**config.mk**
```make
export PLATFORM = sky130hd
export DESIGN_NAME = mhe_ctrl
export DESIGN_NICKNAME = d
export VERILOG_FILES = /design/src/rtl/core/mhe_pkg.sv /design/src/rtl/core/mhe_ctrl.sv
export SDC_FILE = /design/constraint.sdc
export NUM_CORES = 1
export LEC_CHECK = 0
export BUFFER_PORTS_ARGS = -buffer_cell sky130_fd_sc_hd__buf_4
export CORE_AREA = 10 10 47 49
export CTS_CLUSTER_DIAMETER = 60
export CTS_CLUSTER_SIZE = 25
export DETAILED_ROUTE_END_ITERATION = 10
export DIE_AREA = 0 0 57 59
export HOLD_SLACK_MARGIN = 0.1
export SLEW_MARGIN = 40
export SYNTH_ARGS = -nofsm -noshare
export SYNTH_HDL_FRONTEND = slang
export SYNTH_SLANG_ARGS = --single-unit
export TNS_END_PERCENT = 20
```
**constraint.sdc**
```tcl
create_clock -name clk_i -period 1.7 [get_ports clk_i]
set_clock_uncertainty 0.05 [all_clocks]
set_input_delay 0.17 -clock clk_i [delete_from_list [all_inputs] [get_ports clk_i]]
set_output_delay 0.17 -clock clk_i [all_outputs]
set_load 0.005 [all_outputs]
```
**src/rtl/core/mhe_pkg.sv**
```systemverilog
`default_nettype none

package mhe_pkg;

  // Action codes of an input item
  localparam logic ACT_LOAD    = 1'b0;
  localparam logic ACT_EXTRACT = 1'b1;

  // Status codes of a result item
  localparam logic [1:0] ST_OK    = 2'd0;
  localparam logic [1:0] ST_EMPTY = 2'd1;
  localparam logic [1:0] ST_FULL  = 2'd2;

  // Datapath operations issued by the controller
  localparam logic [3:0] OP_NONE    = 4'd0;
  localparam logic [3:0] OP_CAPTURE = 4'd1;
  localparam logic [3:0] OP_LOAD    = 4'd2;
  localparam logic [3:0] OP_EMPTY   = 4'd3;
  localparam logic [3:0] OP_RD_ROOT = 4'd4;
  localparam logic [3:0] OP_RD_LAST = 4'd5;
  localparam logic [3:0] OP_TAKE    = 4'd6;
  localparam logic [3:0] OP_RD_L    = 4'd7;
  localparam logic [3:0] OP_RD_R    = 4'd8;
  localparam logic [3:0] OP_CMP     = 4'd9;
  localparam logic [3:0] OP_WR_CUR  = 4'd10;
  localparam logic [3:0] OP_PUSH    = 4'd11;

  typedef struct packed {
    logic               action;
    logic signed [31:0] load_value;
  } in_item_t;

  typedef struct packed {
    logic signed [31:0] result_value;
    logic        [1:0]  status;
  } out_item_t;

  typedef struct packed {
    logic [3:0] op;
  } dp_cmd_t;

  typedef struct packed {
    logic is_load;
    logic empty;
    logic count_zero;
    logic no_left;
    logic swap;
    logic out_free;
  } dp_stat_t;

endpackage

`default_nettype wire

```
**src/rtl/core/mhe_ctrl.sv**
```systemverilog
`default_nettype none

module mhe_ctrl (
  input  wire                clk_i,
  input  wire                rst_ni,
  input  wire                in_valid_i,
  output logic               in_stall_o,
  input  mhe_pkg::dp_stat_t  stat_i,
  output mhe_pkg::dp_cmd_t   cmd_o
);

  localparam logic [3:0] S_IDLE    = 4'd0;
  localparam logic [3:0] S_DISP    = 4'd1;
  localparam logic [3:0] S_RD_LAST = 4'd2;
  localparam logic [3:0] S_TAKE    = 4'd3;
  localparam logic [3:0] S_RD_L    = 4'd4;
  localparam logic [3:0] S_RD_R    = 4'd5;
  localparam logic [3:0] S_CMP     = 4'd6;
  localparam logic [3:0] S_FIN     = 4'd7;

  logic [3:0] state_q;
  logic [3:0] state_d;

  // Sequence one item at a time
  always_comb begin
    state_d    = state_q;
    cmd_o.op   = mhe_pkg::OP_NONE;
    case (state_q)
      S_IDLE: begin
        if (in_valid_i) begin
          cmd_o.op = mhe_pkg::OP_CAPTURE;
          state_d  = S_DISP;
        end
      end
      S_DISP: begin
        if (stat_i.is_load) begin
          cmd_o.op = mhe_pkg::OP_LOAD;
          state_d  = S_FIN;
        end else if (stat_i.empty) begin
          cmd_o.op = mhe_pkg::OP_EMPTY;
          state_d  = S_FIN;
        end else begin
          cmd_o.op = mhe_pkg::OP_RD_ROOT;
          state_d  = S_RD_LAST;
        end
      end
      S_RD_LAST: begin
        cmd_o.op = mhe_pkg::OP_RD_LAST;
        state_d  = stat_i.count_zero ? S_FIN : S_TAKE;
      end
      S_TAKE: begin
        cmd_o.op = mhe_pkg::OP_TAKE;
        state_d  = S_RD_L;
      end
      S_RD_L: begin
        if (stat_i.no_left) begin
          cmd_o.op = mhe_pkg::OP_WR_CUR;
          state_d  = S_FIN;
        end else begin
          cmd_o.op = mhe_pkg::OP_RD_L;
          state_d  = S_RD_R;
        end
      end
      S_RD_R: begin
        cmd_o.op = mhe_pkg::OP_RD_R;
        state_d  = S_CMP;
      end
      S_CMP: begin
        cmd_o.op = mhe_pkg::OP_CMP;
        state_d  = stat_i.swap ? S_RD_L : S_FIN;
      end
      S_FIN: begin
        if (stat_i.out_free) begin
          cmd_o.op = mhe_pkg::OP_PUSH;
          state_d  = S_IDLE;
        end
      end
      default: state_d = S_IDLE;
    endcase
  end

  always_ff @(posedge clk_i or negedge rst_ni) begin
    if (!rst_ni) begin
      state_q <= S_IDLE;
    end else begin
      state_q <= state_d;
    end
  end

  assign in_stall_o = (state_q != S_IDLE);

endmodule

`default_nettype wire

```
* Word-level counts from Yosys, hierarchy flattened *
Index checks and enable logic that the tools add are counted.

operators by class
  equal/unequal tests = 9
  multiplexer cells = 14
  reductions and logical operators = 3

operators by type and width
  cell                  count
  $pmux W4 S8           2
  $eq A4 B3 Y1 const B  4
  $mux W4               4
  $mux W3               5
  $eq A4 B2 Y1 const B  2
  $eq A4 B1 Y1 const B  1
  $logic_not A4 Y1      1
  $mux W2               2
  $ne A2 B2 Y1 const B  2
  $reduce_bool A4 Y1    1
  $reduce_and A2 Y1     1
  $mux W1               1

storage, ports and cells
  register bits = 4
  bits of input ports = 9
  output and inout bits = 5
  logic and storage cells = 27

* Depth between registers and ports, before layout *
Gate-level depths: netlist (run 1).

  depth in word-level cells = 3
  gate-level depth with buffers = 4
  mapped depth without buffers = 3

* Worst setup path before layout (run 1) *
No wires, ideal clock.

  path kind = register to output
  start point = register state_q[0]
  end point = output cmd_o[0] (netlist bit)
  arrival = 1022 ps
  data required time = 1480 ps
  setup slack = 458 ps
  stages on the path, launching flop included = 4
  path through = dfrtp_1 nor2b_1 a22o_1 a221o_1

RTL lines
  item                      RTL line        RTL
  start: declaration        mhe_ctrl.sv:21  logic [3:0] state_q;
  start signal: assignment  mhe_ctrl.sv:86  state_q <= state_d;
  end: declaration          mhe_ctrl.sv:9   output mhe_pkg::dp_cmd_t cmd_o

==> results.sh, run 1 <==
export IMPL_vias=356
export IMPL_setup_viol_count_final=0
export IMPL_status="finished, final reports clean"
export IMPL_viasPerCell=4.75
export IMPL_areaGrowthSynthToFinish_pct=52.6
export IMPL_post_cts_buffers=0
export IMPL_crit_type="reg -> out"
export IMPL_syn_nets=52
export IMPL_n_antenna_cell=0
export IMPL_grt_pass1_wl_mm=1.37
export IMPL_worstHoldPathCells=4
export IMPL_p_leak_uw=0.000195
export IMPL_final_common_cell="buf_4"
export IMPL_worstMarginPinSlew_ps=331
export IMPL_clock_latency_ps=240
export IMPL_hold_ws_ps=191
export IMPL_grt_max_degree=14
export IMPL_cts_sinks=3
export IMPL_cp_data_required_time_ps=1480
export IMPL_routabilityCongestion=0.785
export IMPL_ys_seq_elements=3
export IMPL_cap_violations=0
export IMPL_max_freq_mhz=607
export IMPL_antenna_found_initial=0
export IMPL_dp_cells=70
export IMPL_ff_latch_area_sq_um=77.6
export IMPL_rows=14
export IMPL_min_path_type="in -> reg"
export IMPL_drc=0
export IMPL_fp_dieH_um=59
export IMPL_syn_area_per_cell_sq_um=6.81
export IMPL_largest_reg_flops=3
export IMPL_drive_gt1_share_pct=37.3
export IMPL_dp_hpwl_um=663
export IMPL_yosys_area_top_type_share_pct=25.6
export IMPL_min_period_ps=1650
export IMPL_finalMaxSlewViolations=0
export IMPL_multi_input_area_sq_um=204
export IMPL_clkTransAtPathRegs_ps=40
export IMPL_cts_path_max_buffers=2
export IMPL_startpoint_type="flip-flop"
export IMPL_cp_end_kind="output pin"
export IMPL_worstRegToRegCells=4
export IMPL_period_share_pct=96.9
export IMPL_cts_htree_levels=1
export IMPL_dr_pass1_iters=4
export IMPL_root_buffer="clkbuf_4"
export IMPL_start_util_pct=20.9
export IMPL_hold_viol_final=0
export IMPL_power_density_nw_per_um2=1720
export IMPL_stdcell_count=75
export IMPL_fillers=162
export IMPL_grt_setup_unrepaired="yes"
export IMPL_nets=69
export IMPL_top_register="state_q"
export IMPL_synth_largest_area_cell="dfrtp_1"
export IMPL_drtIter0Drc=11
export IMPL_tritoncts="built"
export IMPL_synthCells=43
export IMPL_synth_warning_count=0
export IMPL_io_buffers=13
export IMPL_max_slew_margin_rel_pct=78.0
export IMPL_routed_wl_um=821
export IMPL_grt_pass1_vias=354
export IMPL_coreArea_sq_um=1400
export IMPL_synth_area_sq_um=293
export IMPL_mostFrequentLayoutCells="14 x buf_4, 7 x nand2_1, 6 x nor2_1"
export IMPL_ant_nets=0
export IMPL_synth_seq_area_share_pct=25.6
export IMPL_grt_ovfl_total=0
export IMPL_ys_types=19
export IMPL_post_drt_wl_per_cell_um=10.9
export IMPL_die_x_um=57
export IMPL_synth_area_leaders="dfrtp_1 26%, nand2_1 9.0%, nor2b_1 8.5%, nor2_1 7.7%, o21ai_0 5.1%"
export IMPL_cp_data_arrival_time_ps=1430
export IMPL_grt_util_all_layers_pct=5.24
export IMPL_pin_count=14
export IMPL_cts_buffers_inserted=3
export IMPL_die_area_sq_um=3360
export IMPL_largestRegisters="state_q x3"
export IMPL_crit_path_max_fanout=7
export IMPL_ir_worst_vdd_v=0.000512
==> Yosys cell counts (all sizes together) <==
| cell | number |
|---|---|
| a2bb2oi | 1 |
| and2b | 1 |
| o21ai | 6 |
| a22o | 1 |
| inv | 1 |
| o21a | 1 |
| nor3 | 2 |
| o32ai | 1 |
| nor2b | 4 |
| o22ai | 2 |
| dfrtp | 3 |
| a221o | 1 |
| o211ai | 1 |
| buf | 3 |
| nor2 | 6 |
| nand2 | 7 |
| a21oi | 2 |
==> per-layer routing <==
metal / wire [um] / share of wire (%) / vias to the layer above / track usage, %
li1: - / - / 184 / -
met1: 367 / 45 / 158 / 5.84
met2: 386 / 47 / 12 / 6.82
met3: 49 / 6.0 / 2 / 2.15
met4: 17 / 2.1 / 0 / 6.04
met5: 0 / 0 / - / 0
==> worst max-delay path, stage by stage, from the launching register on <==
cell and delay (ps):
dfrtp_2 440, nor2b_4 130, a22o_1 170, a221o_1 310, buf_4 140
==> layout make-up <==
type | instances | share of cell area [%]
multi-input combinational | 36 | 45.7
timing repair buffer | 15 | 25.8
sequential | 3 | 17.4
inverter | 1 | 0.840
clock buffer | 4 | 5.88
tap | 16 | 4.48
==> through the flow <==
step	utilization, %	TNS (ps)	worst slack [ps]	power (uW)	cell area, sq um
2_1_floorplan	-	0	458	465	293
3_3_place_gp	28.6	0	291	630	400
3_5_place_dp	28.6	0	272	625	400
4_1_cts	31.2	0	9.31	759	437
5_1_grt	31.9	-5.63	-5.63	843	447
6_report	31.9	0	52.2	766	447
==> where the power goes <==
part           leakage (uW)  total [uW]  switching (uW)  internal, uW
clock             0.0000150         127            38.5          88.0
sequential        0.0000311         194            83.2           111
combinational      0.000149         446             190           256
==> logic make-up after synthesis <==
kind of cell,Yosys count,synth area share (%)
buffers and inverters,4,7.26
DFF,3,25.6
and+or+nand+nor,20,31.6
AOI/OAI and AO/OA,16,35.5
==> what timing repair did <==
action	in CTS	in global routing
endpoints found under the setup margin	0	1
hold buffers	1	0
endpoints found under the hold margin	3	0
gates resized for setup	0	4
==> path summary, 6_finish.rpt <==
path	from	slack, ps	endpoint
setup / recovery	state_q[0]	50	cmd_o[0]
hold / removal	stat_i[1]	190	state_q[1]
setup reg to reg	state_q[0]	520	state_q[1]
hold reg to reg	state_q[1]	590	state_q[1]
max in group asynchronous	rst_ni	1290	state_q[1]
min in group asynchronous	rst_ni	200	state_q[0]
(Power assumes the default switching activity.)
==> run 2, diff against run 1 <==
--- a/config.mk
+++ b/config.mk
@@ -5,13 +5,14 @@
 export SDC_FILE = /design/constraint.sdc
 export NUM_CORES = 1
 export LEC_CHECK = 0
-export BUFFER_PORTS_ARGS = -buffer_cell sky130_fd_sc_hd__buf_4
 export CORE_AREA = 10 10 47 49
 export CTS_CLUSTER_DIAMETER = 60
 export CTS_CLUSTER_SIZE = 25
 export DETAILED_ROUTE_END_ITERATION = 10
 export DIE_AREA = 0 0 57 59
+export DONT_BUFFER_PORTS = 1
 export HOLD_SLACK_MARGIN = 0.1
+export REMOVE_ABC_BUFFERS = 1
 export SLEW_MARGIN = 40
 export SYNTH_ARGS = -nofsm -noshare
 export SYNTH_HDL_FRONTEND = slang
==> results.sh, run 2 (synthesized netlist as in run 1, its figures left out) <==
export IMPL_n_antenna_cell=0
export IMPL_crit_path_max_fanout=13
export IMPL_grt_max_degree=14
export IMPL_nets=56
export IMPL_period_share_pct=96.0
export IMPL_final_common_cell="nand2_1"
export IMPL_clkTransAtPathRegs_ps=40
export IMPL_dp_hpwl_um=682
export IMPL_coreArea_sq_um=1400
export IMPL_worstRegToRegCells=3
export IMPL_die_x_um=57
export IMPL_root_buffer="clkbuf_4"
export IMPL_grt_util_all_layers_pct=5.50
export IMPL_hold_viol_final=0
export IMPL_vias=317
export IMPL_finalMaxSlewViolations=0
export IMPL_cp_data_arrival_time_ps=1410
export IMPL_hold_path_endpoint="state_q[1]"
export IMPL_grt_pass1_vias=302
export IMPL_largest_reg_flops=3
export IMPL_drtIter0Drc=10
export IMPL_worstReg2RegStart="state_q[0]"
export IMPL_post_drt_wl_per_cell_um=14.3
export IMPL_min_period_ps=1630
export IMPL_status="finished, final reports clean"
export IMPL_startpoint="state_q[0]"
export IMPL_critPathBufInv=0
export IMPL_r2r_slack_ps=570
export IMPL_max_freq_mhz=613
export IMPL_stdcell_count=62
export IMPL_cts_buffers_inserted=3
export IMPL_p_leak_uw=0.000129
export IMPL_io_buffers=0
export IMPL_fp_dieH_um=59
export IMPL_max_slew_margin_rel_pct=75.2
export IMPL_routabilityCongestion=0.803
export IMPL_cpMaxStageDelayCell="dfrtp_2"
export IMPL_worstReg2RegEnd="state_q[1]"
export IMPL_largestRegisters="state_q x3"
export IMPL_worstHoldPathCells=3
export IMPL_worstPathCellList="nor2b_1 > a22o_1 > a221o_1"
export IMPL_top_register="state_q"
export IMPL_setup_tns_ps=0
export IMPL_mostFrequentLayoutCells="7 x nand2_1, 6 x nor2_1, 4 x nor2b_1"
export IMPL_min_path_type="in -> reg"
export IMPL_grt_pass1_wl_mm=1.48
export IMPL_die_area_sq_um=3360
export IMPL_viasPerCell=5.11
export IMPL_ant_nets=0
export IMPL_drive_gt1_share_pct=13.0
export IMPL_total_power_uw=642
export IMPL_hp_start="stat_i[1]"
export IMPL_cts_path_max_buffers=2
export IMPL_power_density_nw_per_um2=1870
export IMPL_cpPeakStageDelay_ps=480
export IMPL_ir_worst_vdd_v=0.000327
export IMPL_start_util_pct=20.9
export IMPL_path_delay_family="compound AO/OA/AOI/OAI gates"
export IMPL_tritoncts="built"
export IMPL_post_cts_buffers=0
export IMPL_dr_pass1_iters=4
export IMPL_setup_viol_count_final=0
export IMPL_areaGrowthSynthToFinish_pct=17.1
export IMPL_grt_setup_unrepaired="no"
export IMPL_grt_ovfl_total=0
export IMPL_crit_type="reg -> out"
export IMPL_antenna_found_initial=0
export IMPL_startpoint_type="flip-flop"
export IMPL_cap_violations=0
export IMPL_cts_sinks=3
export IMPL_final_core_util_pct=24.5
export IMPL_worstMarginPinSlew_ps=373
export IMPL_cp_end_kind="output pin"
export IMPL_cts_htree_levels=1
export IMPL_rows=14
export IMPL_pin_count=14
export IMPL_drc=0
export IMPL_dp_cells=56
export IMPL_clock_latency_ps=230
export IMPL_routed_wl_um=889
export IMPL_cp_data_required_time_ps=1480
## run 2: worst max-delay path by stage
stage                     endpoint  slack, ps  cells past startpoint
after floorplan           cmd_o[0]        350                      3
after global placement    cmd_o[0]        270                      3
after detailed placement  cmd_o[0]        230                      3
after CTS                 cmd_o[0]         50                      3
after global routing      cmd_o[0]          6                      3
final                     cmd_o[0]         70                      3
## run 2: area by class of cell
cell class                      instances  area (sq um)
Multi-Input combinational cell         36           196
Clock buffer                            4          26.3
Inverter                                1          3.75
Timing Repair Buffer                    2          20.0
Fill cell                             168          1060
Tap cell                               16          20.0
Sequential cell                         3          76.3
## run 2: where the power goes
group	leakage (uW)	internal, uW	total, uW	switching, uW
clock	0.0000150	88.3	130	41.7
sequential	0.0000321	108	210	102
combinational	0.0000815	148	302	154
total	0.000129	344	642	298
## run 2: stage by stage
step	setup WS (ps)	cell area [sq um]	hold WS, ps
finish	68.6	343	113
global route	5.62	343	125
CTS	53.0	343	101
detailed placement	230	295	-175
global placement	275	295	-175
floorplan	351	275	-176
## run 2: timing repair
action / CTS / global route
endpoints found under the hold margin: 4 / 0
resized for setup: 1 / 0
endpoints found under the setup margin: 1 / 0
hold buffers: 2 / 0
## run 2: worst register-to-register path: stages (launching register included)
cell,delay (ps)
dfrtp_2,480
nor2b_1,170
o21ai_0,170
o211ai_1,120
## run 2: layer usage
metal	track usage [%]	share of wire, %	vias to the layer above
met1	5.73	36	146
met4	0	0	0
met2	8.84	50	12
met3	4.72	13	0
li1	-	-	159
met5	0	0	-
==> run 3, diff against run 2 <==
==> constraint.sdc (replaced) <==
create_clock -name clk_i -period 2 [get_ports clk_i]
set_clock_uncertainty 0.05 [all_clocks]
set_input_delay 0.2 -clock clk_i [delete_from_list [all_inputs] [get_ports clk_i]]
set_output_delay 0.2 -clock clk_i [all_outputs]
set_load 0.005 [all_outputs]
==> results.sh, run 3 (synthesized netlist as in run 1, its figures left out) <==
export IMPL_status="finished, final reports clean"
export IMPL_critical_path_depth=3
export IMPL_top_register="state_q"
export IMPL_cts_buffers_inserted=3
export IMPL_routabilityCongestion=0.803
export IMPL_worstReg2RegEnd="state_q[0]"
export IMPL_startpoint_type="flip-flop"
export IMPL_setup_tns_ps=0
export IMPL_finalMaxSlewViolations=0
export IMPL_multi_input_area_sq_um=196
export IMPL_grt_util_all_layers_pct=5.50
export IMPL_min_path_type="in -> reg"
export IMPL_hold_viol_final=0
export IMPL_total_power_uw=542
export IMPL_cp_data_required_time_ps=1750
export IMPL_grt_pass1_wl_mm=1.47
export IMPL_critPathBufInv=1
export IMPL_p_int_uw=288
export IMPL_cts_resized_gates=0
export IMPL_p_sw_uw=253
export IMPL_worstReg2RegStart="state_q[0]"
export IMPL_dr_pass1_iters=4
export IMPL_routed_wl_um=887
export IMPL_cpPeakStageDelay_ps=550
export IMPL_dpl_cell_area_sq_um=295
export IMPL_cp_data_arrival_time_ps=1480
export IMPL_min_period_ps=1730
export IMPL_post_cts_buffers=0
export IMPL_final_common_cell="nand2_1"
export IMPL_power_density_nw_per_um2=1630
export IMPL_drtIter0Drc=10
export IMPL_clkTransAtPathRegs_ps=40
export IMPL_tritoncts="built"
export IMPL_fp_dieH_um=59
export IMPL_clock_latency_ps=230
export IMPL_post_drt_wl_per_cell_um=14.5
export IMPL_grt_setup_unrepaired="no"
export IMPL_pin_count=14
export IMPL_fillers=169
export IMPL_n_antenna_cell=0
export IMPL_grt_max_degree=14
export IMPL_max_freq_mhz=577
export IMPL_ant_nets=0
export IMPL_grt_ovfl_total=0
export IMPL_cts_sinks=3
export IMPL_swShare_pct=46.7
export IMPL_seqPwrFrac_pct=32.5
export IMPL_p_leak_uw=0.000125
export IMPL_clkPwrFrac_pct=20.4
export IMPL_cts_htree_levels=1
export IMPL_start_util_pct=20.9
export IMPL_worstRegToRegCells=3
export IMPL_die_x_um=57
export IMPL_design_area_sq_um=332
export IMPL_ir_worst_vdd_v=0.000277
export IMPL_r2r_slack_ps=790
export IMPL_nets=55
export IMPL_drive_gt1_share_pct=11.1
export IMPL_grt_pass1_vias=292
export IMPL_coreArea_sq_um=1400
export IMPL_rows=14
export IMPL_crit_path_max_fanout=13
export IMPL_mostFrequentLayoutCells="7 x nand2_1, 6 x nor2_1, 4 x nor2b_1"
export IMPL_io_buffers=0
export IMPL_cpMaxStageDelayCell="dfrtp_1"
export IMPL_viasPerCell=5.10
export IMPL_cap_violations=0
export IMPL_largestRegisters="state_q x3"
export IMPL_hold_path_endpoint="state_q[2]"
export IMPL_worstPathCellList="inv_2 > a22o_1 > a221o_1"
export IMPL_cts_path_max_buffers=2
export IMPL_max_slew_margin_rel_pct=75.2
export IMPL_p_comb_share_pct=47.1
export IMPL_vias=311
export IMPL_dp_hpwl_um=682
export IMPL_hold_buffers=1
export IMPL_ff_latch_area_sq_um=75.1
export IMPL_cp_end_kind="output pin"
export IMPL_largest_reg_flops=3
export IMPL_path_delay_family="compound AO/OA/AOI/OAI gates"
export IMPL_crit_type="reg -> out"
export IMPL_areaGrowthSynthToFinish_pct=13.2
export IMPL_die_area_sq_um=3360
export IMPL_period_share_pct=86.6
export IMPL_antenna_found_initial=0
export IMPL_root_buffer="clkbuf_4"
export IMPL_worstHoldPathCells=2
export IMPL_worstMarginPinSlew_ps=373
export IMPL_hp_start="stat_i[3]"
export IMPL_setup_viol_count_final=0
export IMPL_drc=0
## run 3: worst register-to-register path: stages (launching register included)
cell	delay (ps)
dfrtp_1	550
o21ai_1	170
o22ai_1	190
a2bb2oi_1	170
## run 3: final cells by class
| type | count | area share, % |
|---|---|---|
| Timing Repair Buffer | 1 | 3.02 |
| Inverter | 1 | 1.13 |
| Multi-Input combinational cell | 36 | 59.2 |
| Sequential cell | 3 | 22.6 |
| Tap cell | 16 | 6.04 |
| Clock buffer | 4 | 7.92 |
## run 3: power by group through the flow
stage / Clock, uW / Sequential, uW / Combinational [uW]
floorplan: 0 / 154 / 211
global placement: 0 / 174 / 251
detailed placement: 0 / 178 / 258
CTS: 116 / 176 / 261
global route: 122 / 188 / 297
finish: 111 / 176 / 255
## run 3: how the worst max path moves through the flow
stage                     endpoint        from
final                     cmd_o[0]  state_q[0]
after global routing      cmd_o[0]  state_q[0]
after CTS                 cmd_o[0]  state_q[0]
after detailed placement  cmd_o[0]  state_q[0]
after global placement    cmd_o[0]  state_q[0]
after floorplan           cmd_o[0]  state_q[0]
## run 3: through the flow
step	utilization [%]	cells	setup WS (ps)	hold WS (ps)
after global routing	23.7	61	190	141
after detailed placement	21.1	56	500	-145
final	23.7	61	268	123
after global placement	21.1	56	545	-145
after CTS	23.7	61	249	123
after floorplan	-	40	621	-146
## run 3: per-layer routing
metal | vias up | GRT usage (%) | wire (um)
met1 | 142 | 5.73 | 321
met3 | 0 | 4.72 | 120
li1 | 157 | - | -
met5 | - | 0 | 0
met2 | 12 | 8.84 | 446
met4 | 0 | 0 | 0
